[src/sv/bpq_pkg.sv]
// Shared types and constants of the bucket priority queue.
// Depends on nothing; bpq_key and the queue unit use it by scoped names.
package bpq_pkg;

   // Fixed field widths of the request and response beats.
   localparam int ID_W      = 12;
   localparam int COUNT_W   = 16;
   localparam int WEIGHT_W  = 16;
   localparam int STATUS_W  = 3;
   localparam int KEY_W     = 10;
   localparam int TOTAL_W   = 13;
   localparam int PRODUCT_W = 32;

   // Upper bound applied to the raw key before the bin clamp.
   localparam logic [PRODUCT_W-1:0] KEY_CEILING = 32'd1048575;

   typedef enum logic [1:0] {
      OP_ADD    = 2'd0,
      OP_REMOVE = 2'd1,
      OP_BEST   = 2'd2,
      OP_WORST  = 2'd3
   } op_type;

   typedef enum logic [STATUS_W-1:0] {
      STAT_DONE       = 3'd0,
      STAT_EMPTY      = 3'd1,
      STAT_ZERO_COUNT = 3'd2,
      STAT_NOT_QUEUED = 3'd3,
      STAT_QUEUED     = 3'd4
   } status_type;

   typedef enum logic [3:0] {
      ST_CLEAR,
      ST_IDLE,
      ST_DECODE,
      ST_ADD_LINK,
      ST_ADD_PREV,
      ST_POP_HEAD,
      ST_POP_READ,
      ST_UNLINK,
      ST_UNLINK_SELF,
      ST_BEST_SCAN,
      ST_WORST_START,
      ST_WORST_SCAN,
      ST_DONE
   } state_type;

endpackage

[src/sv/bpq_key.sv]
// Markowitz key unit: registered (count-1)*(weight-1) product and clamp.
// Depends on bpq_pkg for field widths and the key ceiling.
module bpq_key #(
   parameter int BIN_COUNT = 1024
) (
   input  logic                            clock,
   input  logic                            start,
   input  logic [bpq_pkg::COUNT_W-1:0]     set_count,
   input  logic [bpq_pkg::WEIGHT_W-1:0]    lightest_weight,
   output logic [$clog2(BIN_COUNT)-1:0]    key
);

   localparam int BIW = $clog2(BIN_COUNT);
   localparam logic [bpq_pkg::PRODUCT_W-1:0] BinCap = bpq_pkg::PRODUCT_W'(BIN_COUNT - 1);
   localparam logic [bpq_pkg::PRODUCT_W-1:0] Cap =
      (BinCap < bpq_pkg::KEY_CEILING) ? BinCap : bpq_pkg::KEY_CEILING;

   logic [bpq_pkg::PRODUCT_W-1:0] prod_ff, prod_in;
   logic                          small_ff, small_in;
   logic                          wzero_ff, wzero_in;

   // One multiplier, registered before the clamp.
   assign prod_in  = bpq_pkg::PRODUCT_W'(set_count - 16'd1) *
                     bpq_pkg::PRODUCT_W'(lightest_weight - 16'd1);
   assign small_in = (set_count <= 16'd1);
   assign wzero_in = (lightest_weight == 16'd0);

   always_ff @(posedge clock) begin
      if (start) begin
         prod_ff  <= prod_in;
         small_ff <= small_in;
         wzero_ff <= wzero_in;
      end
   end

   // A zero weight saturates the weight term, so unless the count is at most one the key goes to the top bin.
   always_comb begin
      if (small_ff) begin
         key = '0;
      end else if (wzero_ff) begin
         key = BIW'(BIN_COUNT - 1);
      end else if (prod_ff > Cap) begin
         key = BIW'(Cap);
      end else begin
         key = BIW'(prod_ff);
      end
   end

endmodule

[config.mk]
export PLATFORM = sky130hd
export DESIGN_NAME = bpq_key
export DESIGN_NICKNAME = d
export VERILOG_FILES = /design/src/sv/bpq_pkg.sv /design/src/sv/bpq_key.sv
export SDC_FILE = /design/constraint.sdc
export NUM_CORES = 1
export LEC_CHECK = 0
export ABC_CLOCK_PERIOD_IN_PS = 13200
export BUFFER_PORTS_ARGS = -buffer_cell sky130_fd_sc_hd__buf_2
export CAP_MARGIN = 20
export CORE_MARGIN = 3
export CORE_UTILIZATION = 40
export CTS_CLUSTER_SIZE = 28
export DETAILED_ROUTE_END_ITERATION = 10
export HOLD_SLACK_MARGIN = 0.08
export PLACE_DENSITY = 0.64
export SLEW_MARGIN = 20
export SYNTH_ARGS = -nofsm -noshare
export SYNTH_HDL_FRONTEND = slang
export SYNTH_SLANG_ARGS = --single-unit
[constraint.sdc]
create_clock -name clock -period 13.2 [get_ports clock]
set_clock_uncertainty 0.1 [all_clocks]
set_input_delay 0.66 -clock clock [delete_from_list [all_inputs] [get_ports clock]]
set_output_delay 0.66 -clock clock [all_outputs]
set_load 0.02 [all_outputs]
### Word-level counts from Yosys, hierarchy flattened

Cells that the tools add are included.

* add/subtract/negate cells: 2
* $mul: 1
* $lt $le $gt $ge: 2
* multiplexer cells: 3
* reductions and logical operators: 1

Operator list (number)
* subtractor 16 x 1 -> 17 bit, second input constant: 2
* greater-than comparator 32 x 10 -> 1 bit, second input constant: 1
* multiplier 17 x 17 -> 32 bit: 1
* two-way mux 10 bit: 3
* <= comparator 16 x 1 -> 1 bit, second input constant: 1
* logical NOT 16 bit: 1

* bits in registers: 34
* input port bits: 34
* output and inout port bits: 10

### Depth between registers and ports, before layout

Gate-level depths: netlist (run 1).

* depth after elaboration: 4
* gate-level depth with buffers: 31
* depth with buffers taken out: 28

### Worst setup path after synthesis (run 1)

No wires, ideal clock.

* path kind: in2reg
* start point: input port lightest_weight[0] (netlist bit)
* end point: register prod_ff[26] (netlist bit), data pin
* setup time: 0.262 ns
* data arrival time: 7.788 ns
* path slack: 5.050 ns
* stages: 28
* path buffers: 3
* cell sequence: clkbuf_1 > buf_1 > inv_1 > ha_1 > nor3b_2 > nand3b_4 > or4_1 > xor2_1 > nor2_1 > fa_1 > fa_1 > inv_1 > fa_1 > inv_1 > fa_1 > fa_1 > inv_1 > fa_1 > inv_1 > ha_1 > buf_2 > a21o_1 > a2111oi_1 > a21oi_1 > o41ai_2 > a2bb2oi_1 > a21oi_1 > xor2_1

* word-level cells in the longest chain between the ends: 2

RTL lines
* start, declared: RTL line bpq_key.sv:9 `input logic [bpq_pkg::WEIGHT_W-1:0] lightest_weight,`
* subtractor 16 x 1 -> 17 bit: RTL line bpq_key.sv:24 `bpq_pkg::PRODUCT_W'(lightest_weight - 16'd1);`
* multiplier 17 x 17 -> 32 bit: RTL line bpq_key.sv:23 `assign prod_in = bpq_pkg::PRODUCT_W'(set_count - 16'd1) *`
* via prod_in (one bit): RTL line bpq_key.sv:18 `logic [bpq_pkg::PRODUCT_W-1:0] prod_ff, prod_in;`
* end signal, assigned: RTL line bpq_key.sv:30 `prod_ff <= prod_in;`
* end, declared: RTL line bpq_key.sv:18

The timed path passes the listed nets, and every way through them passes these cells.
A chain may end at the register's enable or synchronous reset.

### Final worst setup path (run 1)

* start point: input port set_count[0] (netlist bit)
* end point: register prod_ff[26] (netlist bit), data pin

* word-level cells in the longest chain between the ends: 2

RTL lines
* start, declared: RTL line bpq_key.sv:8 `input logic [bpq_pkg::COUNT_W-1:0] set_count,`
* subtractor 16 x 1 -> 17 bit: RTL line bpq_key.sv:23
* multiplier 17 x 17 -> 32 bit: RTL line bpq_key.sv:23
* via prod_in (one bit): RTL line bpq_key.sv:18

The timed path passes the listed nets, and every way through them passes these cells.

==> summary.txt, run 1 <==
run status: complete, no violations
final hold violation count: 0
Post-synth ARST share: 0%
layout overhead on the synthesized area: 7.61%
highest-count cells in the layout ignoring fill and taps: sky130_fd_sc_hd__inv_1 (322), sky130_fd_sc_hd__fa_1 (282), sky130_fd_sc_hd__nand2_1 (171)
weighted congestion reported at the end of routability-driven placement: 0.914
vertical die dimension: 180 µm
achievable frequency: 118 MHz
count of antenna-violating nets left after detailed routing: 0
sequential area share after synthesis: 8.40%
DRC marker count from the first detailed-route iteration: 538
Final min period: 8.48 ns
effective utilization at floorplan: 40.8%
initial antenna violation count: 0
Detailed Place HPWL: 25,500 µm
input/output buffers: 43
setup total negative slack: 0 ns
Hold Path Origin: set_count[7]
worst hold slack after final layout: 0.817 ns
Post-Synthesis Mean Instance Area: 9.17 µm²
transition time at the pin with the least slew margin: 1.11 ns
# clock sinks: 34
number of global-route vias before repair: 9,176
buffer cell driving the clock tree root: sky130_fd_sc_hd__clkbuf_16
number of buffers inserted by post-CTS setup repair: 0
maximum buffer depth of the clock tree: 2
synth unique cells: 54
count of fill cells added during filler insertion: 2,947
die extent in x: 180 µm
Crit path arrival time: 8.40 ns
number of levels in the clock H-tree: 2
unrepaired setup endpoints after global routing: false
clock tree from TritonCTS: yes
floorplan die area: 32,500 µm²
number of flops mapped to enable cells by yosys: 34
flip-flop and latch count after synthesis: 34
wire length per cell: 16.5 µm
total of endpoints with negative setup slack in the final report: 0
Power per Cell Area: 280 nW/µm²
total count of max-transition violations in the final report: 0
Post-synth top flop: sky130_fd_sc_hd__edfxtp_1
Layout Nets: 1,766
total congestion overflow: 0
number of buffers added to fix hold violations after cts: 0
first-pass GRT wire length: 47,800 µm
peak ir drop on the vdd network: 0.326 mV
highest-delay cell along the critical path: sky130_fd_sc_hd__xor2_2
Synthesized Nets: 1,727
relative slew slack: 25.2%
clock buffer count from CTS: 5
final worst-path setup slack: 4.72 ns
top-level port count: 44
max cap viols: 0
data required time of the critical path: 13.12 ns
proportion of layout cells with a drive suffix above 1: 6.73%
Synth Warn #: 0
CP endpoint kind: flop
first-pass iteration count of the detailed router: 5
Core Region: 29,800 µm²
startpoint types: primary input
class of the most critical setup path: primary input to flop
min-delay worst type: primary input to flop
minimum setup slack after placement: 4.21 ns
cell count after synthesis: 1,326
# resized after CTS: 0
crit share post-route: 64.2%
maximum number of pins on one net before global-route repair: 35
DR DRC count: 0
static leakage: 6.59 nW
largest driver fanout on the critical path: 14
delay contributed by the slowest stage of the critical path: 0.63 ns
clock-pin slew of the registers on the worst-case setup and hold paths: 0.05 ns
Post-Synthesis Cell Area: 12,200 µm²
Antenna diodes: 0
wire length after detailed routing: 29,100 µm
most common library cell in the layout ignoring fill and taps: sky130_fd_sc_hd__inv_1
instance count along the most critical hold path: 4
all-layer global routing usage: 18.5%
vias after detailed routing: 8,822
endpoint with the worst hold slack: small_ff
via density per instance: 5.02
number of rows in the core area: 63
## state kept, by name (all words and copies together), names as in the netlist
name,flops
wzero_ff,1
small_ff,1
prod_ff,32
## layout make-up
| type | count | area [µm²] | share of cell area, % |
|---|---|---|---|
| Clock inverter | 3 | 68.8 | 0.526 |
| Sequential cell | 34 | 1020 | 7.80 |
| Tap cell | 390 | 488 | 3.73 |
| Inverter | 322 | 1210 | 9.24 |
| Multi-Input combinational cell | 941 | 9820 | 75.1 |
| Timing Repair Buffer | 61 | 350 | 2.68 |
| Clock buffer | 5 | 125 | 0.956 |
## per-layer routing
layer | global-route usage, % | share of wire (%) | vias up
met2 | 31.8 | 52 | 241
met5 | 0 | 0 | -
li1 | - | - | 4015
met1 | 24.8 | 41 | 4532
met3 | 2.87 | 5.6 | 34
met4 | 3.90 | 2.1 | 0
## power breakdown
| group | internal (mW) | total (mW) | switching [mW] | leakage (nW) |
|---|---|---|---|---|
| logic | 1.35 | 3.16 | 1.82 | 6.17 |
| clock network | 0.108 | 0.152 | 0.0433 | 0.0940 |
| registers | 0.340 | 0.354 | 0.0142 | 0.332 |
| total | 1.79 | 3.67 | 1.87 | 6.59 |
## through the flow
step / total power [mW] / utilization (%) / cell area (µm²) / std cells
floorplan: 2.82 / - / 12200 / 1326
global placement: 3.48 / 43.2 / 12900 / 1748
detailed placement: 3.54 / 43.2 / 12900 / 1748
CTS: 3.71 / 43.9 / 13100 / 1756
global route: 4.14 / 43.9 / 13100 / 1756
finish: 3.67 / 43.9 / 13100 / 1756
## worst max-delay path by stage
stage / from / end / slack (ns) / cells after the start
after floorplan: lightest_weight[0] / prod_ff[26] / 5.05 / 28
after global placement: set_count[0] / prod_ff[26] / 4.39 / 27
after detailed placement: set_count[0] / prod_ff[26] / 4.21 / 27
after CTS: set_count[0] / prod_ff[26] / 4.49 / 27
after global routing: lightest_weight[0] / prod_ff[26] / 4.30 / 26
final: set_count[0] / prod_ff[26] / 4.72 / 27
## worst max-delay path: cells and delay by family
kind	cells	cell delay (ns)
adder cells (fa/ha/maj)	8	3.62
AO/OA/AOI/OAI	6	1.75
AND/OR/NAND/NOR	4	0.92
XOR/XNOR	2	0.78
buffers and inverters	7	0.64
## Yosys cell counts (3+ instances only)
| cell type | number | share of area, % |
|---|---|---|
| sky130_fd_sc_hd__or3_1 | 6 | 0.31 |
| sky130_fd_sc_hd__inv_1 | 322 | 9.9 |
| sky130_fd_sc_hd__and2_1 | 16 | 0.82 |
| sky130_fd_sc_hd__o21a_1 | 4 | 0.25 |
| sky130_fd_sc_hd__nor3_2 | 4 | 0.33 |
| sky130_fd_sc_hd__xor2_1 | 36 | 2.6 |
| sky130_fd_sc_hd__or4_1 | 5 | 0.31 |
| sky130_fd_sc_hd__nand2b_1 | 7 | 0.36 |
| sky130_fd_sc_hd__xnor2_1 | 47 | 3.4 |
| sky130_fd_sc_hd__o211ai_1 | 3 | 0.19 |
| sky130_fd_sc_hd__nand3_1 | 4 | 0.16 |
| sky130_fd_sc_hd__fa_1 | 282 | 46 |
| sky130_fd_sc_hd__ha_1 | 85 | 8.7 |
| sky130_fd_sc_hd__a21oi_1 | 19 | 0.78 |
| sky130_fd_sc_hd__nor2b_1 | 6 | 0.31 |
| sky130_fd_sc_hd__a211oi_1 | 5 | 0.31 |
| sky130_fd_sc_hd__buf_2 | 5 | 0.21 |
| sky130_fd_sc_hd__xnor2_2 | 3 | 0.40 |
| sky130_fd_sc_hd__edfxtp_1 | 34 | 8.4 |
| sky130_fd_sc_hd__o21ai_0 | 10 | 0.41 |
| sky130_fd_sc_hd__nand4_1 | 5 | 0.26 |
| sky130_fd_sc_hd__clkbuf_1 | 22 | 0.68 |
| sky130_fd_sc_hd__o21bai_1 | 3 | 0.19 |
| sky130_fd_sc_hd__nor4_1 | 9 | 0.46 |
| sky130_fd_sc_hd__nor2_1 | 157 | 4.8 |
| sky130_fd_sc_hd__nand2_1 | 171 | 5.3 |
| sky130_fd_sc_hd__a21o_1 | 5 | 0.31 |
| sky130_fd_sc_hd__nor3_1 | 20 | 0.82 |
## cell families after synthesis
logic type / Yosys count / synth area share [%]
flip-flops: 34 / 8.40
buffers and inverters: 351 / 10.9
XOR/XNOR: 86 / 6.38
multiplexers: 1 / 0.0823
AND/OR/NAND/NOR: 422 / 15.4
adder cells (fa/ha/maj): 367 / 55.2
AO/OA/AOI/OAI: 65 / 3.68
No activity file was read; power rests on OpenSTA's default activity.
==> run 2: changes to the inputs <==
Settings changed: ABC_AREA set to 1, ABC_CLOCK_PERIOD_IN_PS 13200 to 7050, PLACE_DENSITY 0.64 to 0.66.
Clock period 13.2 ns to 7.05 ns, I/O delays scaled along.
==> run 2 against run 1 <==
Critical path depth up 5. Critical path type unchanged. Design area is 6.6% higher. Die area increased by 4.3%. Highest routed layer unchanged. Area after synthesis increased by 4.4%. Non-clock buffer count grew 51. Flip-flop and latch count unchanged.
==> summary.txt, run 2 <==
leading cell types by total area after synthesis: sky130_fd_sc_hd__fa_1 (44%), sky130_fd_sc_hd__inv_1 (11%), sky130_fd_sc_hd__ha_1 (8.4%), sky130_fd_sc_hd__edfxtp_1 (8.0%), sky130_fd_sc_hd__nand2_1 (7.9%)
post-synth top area share: 44.5% (-2.0 points)
Cells after DPL: 1,993 (+14%)
DRC marker count from the first detailed-route iteration: 516 (-4.1%)
achievable frequency: 150 MHz
first-pass iteration count of the detailed router: 5 (unchanged)
Biggest register: prod_ff
Detailed Place HPWL: 29,200 µm (+14%)
total of endpoints with negative setup slack in the final report: 0 (unchanged)
# clock sinks: 34 (unchanged)
cell with the most instances after synthesis: sky130_fd_sc_hd__inv_1
max reg flops: 32 (unchanged)
all-layer global routing usage: 20.6% (+2.2 points)
final hold violation count: 0 (unchanged)
cell count after synthesis: 1,511 (+14%)
wl on met1: 13,700 µm (+16%)
top-level port count: 44 (unchanged)
initial antenna violation count: 0 (unchanged)
DR DRC count: 0 (unchanged)
Antenna diodes: 0 (unchanged)
placed cell areas: 13,800 µm² (+7.0%)
number of flops mapped to enable cells by yosys: 34 (unchanged)
Crit path arrival time: 6.57 ns (-1.83 ns)
clock-pin slew of the registers on the worst-case setup and hold paths: 0.05 ns (about the same)
endpoint with the worst hold slack: small_ff
Final min period: 6.64 ns
Largest delay share family, worst path: adder cells
synth unique cells: 49 (-9.3%)
total count of max-transition violations in the final report: 0 (unchanged)
count of fill cells added during filler insertion: 3,112 (+5.6%)
highest-delay cell along the critical path: sky130_fd_sc_hd__fa_1
most common library cell in the layout ignoring fill and taps: sky130_fd_sc_hd__inv_1
Synth area leader: sky130_fd_sc_hd__fa_1
maximum buffer depth of the clock tree: 2 (unchanged)
buffer cell driving the clock tree root: sky130_fd_sc_hd__clkbuf_16
layout overhead on the synthesized area: 9.87%
die extent in x: 184 µm (+2.1%)
worst hold slack after final layout: 0.471 ns (-0.346 ns)
Hold Path Origin: set_count[15]
number of levels in the clock H-tree: 2 (unchanged)
Most common cell on crit path: sky130_fd_sc_hd__fa_1
effective utilization at floorplan: 41.1% (+0.27 points)
crit share post-route: 94.3%
largest registers: prod_ff x32, small_ff x1, wzero_ff x1
total congestion overflow: 0 (unchanged)
weighted congestion reported at the end of routability-driven placement: 1.01 (+11%)
max cap viols: 0 (unchanged)
Register Area: 1020 µm² (unchanged)
routed length on met2: 15,400 µm (+3.1%)
maximum number of pins on one net before global-route repair: 35 (unchanged)
count of antenna-violating nets left after detailed routing: 0 (unchanged)
largest driver fanout on the critical path: 5 (-9)
number of rows in the core area: 64 (+1.6%)
unrepaired setup endpoints after global routing: false
min-delay worst type: primary input to flop
CP endpoint kind: flop
final std cells w/o fill: 2,001 (+14%)
design area: 13,900 µm² (+6.6%)
Post-synth ARST share: 0% (unchanged)
floorplan die area: 33,900 µm² (+4.3%)
total area of multi-input combinational cells: 10,000 µm² (+2.3%)
Post-synth top flop: sky130_fd_sc_hd__edfxtp_1
proportion of layout cells with a drive suffix above 1: 12.9% (+6.2 points)
clock tree from TritonCTS: yes
amount of wire on met3 after detailed routing: 2230 µm (+36%)
Layout Nets: 2,005 (+14%)
run status: complete, no violations
Post-Synthesis Mean Instance Area: 8.40 µm² (-8.4%)
wire length after detailed routing: 32,400 µm (+11%)
flip-flop and latch count after synthesis: 34 (unchanged)
wire length per cell: 16.2 µm (-2.2%)
startpoint types: primary input
data required time of the critical path: 6.97 ns (-6.15 ns)
clock buffer count from CTS: 5 (unchanged)
via density per instance: 4.92 (-2.0%)
vias after detailed routing: 9,849 (+12%)
delay contributed by the slowest stage of the critical path: 0.59 ns (-0.04 ns)
sequential area share after synthesis: 8.04% (-0.36 points)
input/output buffers: 43 (unchanged)
Post-Synthesis Cell Area: 12,700 µm² (+4.4%)
first-pass GRT wire length: 55,000 µm (+15%)
transition time at the pin with the least slew margin: 0.721 ns (-0.393 ns)
commonest cells in the synthesized netlist: sky130_fd_sc_hd__inv_1 (374), sky130_fd_sc_hd__fa_1 (282), sky130_fd_sc_hd__nand2_1 (268)
highest layer used for signal routing: met4
relative slew slack: 51.8% (+27 points)
class of the most critical setup path: primary input to flop
Synthesized Nets: 1,912 (+11%)
vertical die dimension: 184 µm (+2.1%)
number of buffers inserted by post-CTS setup repair: 0 (unchanged)
highest-count cells in the layout ignoring fill and taps: sky130_fd_sc_hd__inv_1 (373), sky130_fd_sc_hd__fa_1 (282), sky130_fd_sc_hd__nand2_1 (267)
instance count along the most critical hold path: 2 (-2)
number of buffer and inverter instances along the worst setup path: 8 (+1)
setup total negative slack: 0 ns (unchanged)
number of global-route vias before repair: 10.8k (+18%)
Core Region: 30,900 µm² (+3.7%)
Synth Warn #: 0 (unchanged)
run 2: cell types whose count changed in the layout (fill, tap and decap cells not counted), sizes merged, moves of 16 or more:
| cell | before | now |
|---|---|---|
| inv | 322 | 396 |
| nand3 | 4 | 34 |
| xnor2 | 50 | 15 |
| nand2 | 172 | 297 |
| a21oi | 19 | 38 |
| nor2 | 158 | 205 |
| buf | 61 | 112 |
| and2 | 16 | 0 |
run 2: kinds of logic (layout without fill, tap and decap cells):
logic type,Yosys count,count (layout),share of synthesized area (%)
xor+xnor,42,42,3.02
buf+inv,426,520,12.9
compound gates,73,73,3.21
flops,34,34,8.04
fa+ha+maj,367,367,52.9
simple gates,569,569,19.9
run 2: cell type report:
cell class                 count  share of cell area [%]
multi-input combinational   1051                    72.0
inverter                     400                    10.9
sequential                    34                    7.32
timing repair buffer         112                    5.26
tap                          396                    3.55
clock buffer                   5                   0.897
clock inverter                 3                  0.0807
run 2: metrics by stage:
stage,setup slack (ns),util [%]
5_1_grt,0.00441,45.1
2_1_floorplan,0.585,-
6_report,0.405,45.1
3_5_place_dp,-0.00636,44.6
3_3_place_gp,0.0296,44.6
4_1_cts,0.269,45.0
run 2: metal layers:
layer | global-route usage [%] | vias up
met4 | 5.44 | 0
met3 | 4.22 | 51
met5 | 0 | -
met2 | 35.0 | 281
li1 | - | 4589
met1 | 27.1 | 4928
run 2: repair_timing:
item,CTS,global route
hold buffers,0,0
endpoints found under the setup margin,0,4
resized for setup,0,9
run 2: how the worst max path moves through the flow:
stage | startpoint | endpoint | slack [ns] | cells past startpoint
after floorplan | set_count[0] | prod_ff[28] | 0.59 | 32
after global placement | set_count[0] | prod_ff[28] | 0.03 | 32
after detailed placement | set_count[0] | prod_ff[28] | -0.006 | 32
after CTS | set_count[0] | prod_ff[28] | 0.27 | 32
after global routing | set_count[0] | prod_ff[31] | 0.004 | 29
final | set_count[0] | prod_ff[25] | 0.41 | 32
Power of run 2 is left out: the tool's default activity adds up to more than one toggle a clock period on the data nets, which glitch-free logic cannot reach.
==> run 3: changes to the inputs <==
Settings changed: MAX_ROUTING_LAYER set to met4.
==> run 3 against run 2 <==
Fmax decreased by 1.2%. Via count increased by 0.67%. Sequential share of layout area decreased by 0.075 points.
==> summary.txt, run 3 (synthesis results as in run 2) <==
clock buffer count from CTS: 5 (unchanged)
DR DRC count: 0 (unchanged)
weighted congestion reported at the end of routability-driven placement: 0.987 (-2.2%)
largest registers: prod_ff x32, small_ff x1, wzero_ff x1
setup total negative slack: 0 ns (unchanged)
all-layer global routing usage: 21.1% (+0.43 points)
number of buffers added to fix hold violations after cts: 0 (unchanged)
total count of max-transition violations in the final report: 0 (unchanged)
minimum setup slack after placement: -0.0751 ns (-0.0687 ns)
relative slew slack: 49.9% (-1.9 points)
Largest delay share family, worst path: adder cells
class of the most critical setup path: primary input to flop
Detailed Place HPWL: 29,200 µm (+0.18%)
Antenna diodes: 0 (unchanged)
number of global-route vias before repair: 10.7k (-0.56%)
floorplan die area: 33,900 µm² (unchanged)
endpoint with the worst hold slack: small_ff
critical path startpoint: lightest_weight[2]
clock tree from TritonCTS: yes
# clock sinks: 34 (unchanged)
largest driver fanout on the critical path: 6 (+1)
transition time at the pin with the least slew margin: 0.751 ns (+0.0299 ns)
layout overhead on the synthesized area: 11.0%
Biggest register: prod_ff
total congestion overflow: 0 (unchanged)
via density per instance: 4.92 (about the same)
buffer cell driving the clock tree root: sky130_fd_sc_hd__clkbuf_16
first-pass iteration count of the detailed router: 6 (+1)
final std cells w/o fill: 2,014 (+0.65%)
crit share post-route: 95.4% (+1.2 points)
most common library cell in the layout ignoring fill and taps: sky130_fd_sc_hd__inv_1
delay contributed by the slowest stage of the critical path: 0.55 ns (-0.04 ns)
Most common cell on crit path: sky130_fd_sc_hd__fa_1
first-pass GRT wire length: 54,300 µm (-1.3%)
Core Region: 30,900 µm² (unchanged)
CP endpoint kind: flop
proportion of layout cells with a drive suffix above 1: 14.2% (+1.3 points)
startpoint types: primary input
final worst-path setup slack: 0.322 ns (-0.0826 ns)
highest-delay cell along the critical path: sky130_fd_sc_hd__fa_1
initial antenna violation count: 0 (unchanged)
data required time of the critical path: 6.97 ns (about the same)
max reg flops: 32 (unchanged)
final hold violation count: 0 (unchanged)
die extent in x: 184 µm (unchanged)
run status: complete, no violations
top-level port count: 44 (unchanged)
count of antenna-violating nets left after detailed routing: 0 (unchanged)
maximum number of pins on one net before global-route repair: 35 (unchanged)
vertical die dimension: 184 µm (unchanged)
Final min period: 6.73 ns (+0.0826 ns)
instance count along the most critical hold path: 2 (unchanged)
achievable frequency: 149 MHz (-1.2%)
input/output buffers: 43 (unchanged)
Cells after DPL: 2,005 (+0.60%)
number of levels in the clock H-tree: 2 (unchanged)
number of buffer and inverter instances along the worst setup path: 9 (+1)
effective utilization at floorplan: 41.1% (unchanged)
DRC marker count from the first detailed-route iteration: 567 (+9.9%)
Layout Nets: 2,018 (+0.65%)
wire length after detailed routing: 32,300 µm (-0.29%)
clock-pin slew of the registers on the worst-case setup and hold paths: 0.05 ns (about the same)
number of rows in the core area: 64 (unchanged)
wire length per cell: 16.0 µm (-0.93%)
Hold Path Origin: set_count[15]
max cap viols: 0 (unchanged)
maximum buffer depth of the clock tree: 2 (unchanged)
Crit path arrival time: 6.65 ns (+0.08 ns)
highest-count cells in the layout ignoring fill and taps: sky130_fd_sc_hd__inv_1 (371), sky130_fd_sc_hd__fa_1 (282), sky130_fd_sc_hd__nand2_1 (266)
total of endpoints with negative setup slack in the final report: 0 (unchanged)
count of fill cells added during filler insertion: 3,034 (-2.5%)
vias after detailed routing: 9,915 (+0.67%)
min-delay worst type: primary input to flop
run 3: cell types whose count changed in the layout (fill, tap and decap cells not counted), moves of 2 or more:
cell and delta:
sky130_fd_sc_hd__buf_4 +12, sky130_fd_sc_hd__clkinv_1 -3, sky130_fd_sc_hd__clkinvlp_4 +2, sky130_fd_sc_hd__inv_1 -2
sky130_fd_sc_hd__inv_2 +2, sky130_fd_sc_hd__nor3_2 -2, sky130_fd_sc_hd__xor2_1 -2, sky130_fd_sc_hd__xor2_2 +2
run 3: stage by stage:
step | hold WS [ns] | instance area, µm² | util [%]
final | 0.461 | 14100 | 45.6
after global routing | 0.460 | 14100 | 45.6
after CTS | 0.462 | 14000 | 45.4
after detailed placement | 0.761 | 13900 | 44.9
after global placement | 0.767 | 13900 | 44.9
after floorplan | 0.365 | 12700 | -
run 3: what timing repair did:
| item | CTS | global route |
|---|---|---|
| setup buffers | 0 | 1 |
| setup endpoints to repair | 0 | 7 |
| resized for setup | 0 | 16 |
run 3: routing by layer:
metal | wire length, µm | vias to the layer above | track usage, %
met1 | 13500 | 4963 | 27.1
met2 | 15600 | 294 | 34.8
li1 | - | 4611 | -
met3 | 2310 | 47 | 3.93
met5 | 0 | - | -
met4 | 930 | 0 | 4.96
run 3: final cells by class:
| type | instances | area, µm² | share of cell area [%] |
|---|---|---|---|
| tap | 396 | 495 | 3.52 |
| multi-input combinational | 1051 | 10100 | 71.5 |
| sequential | 34 | 1020 | 7.25 |
| clock inverter | 3 | 21.3 | 0.151 |
| timing repair buffer | 125 | 843 | 5.99 |
| inverter | 400 | 1520 | 10.8 |
| clock buffer | 5 | 125 | 0.888 |
run 3: worst max path at each step:
stage                  end  depth (start not counted)
2_1_floorplan  prod_ff[28]                         32
3_3_place_gp   prod_ff[31]                         24
3_5_place_dp   prod_ff[31]                         32
4_1_cts        prod_ff[31]                         24
5_1_grt        prod_ff[25]                         31
6_report       prod_ff[31]                         31
Power of run 3 is left out for the same reason.
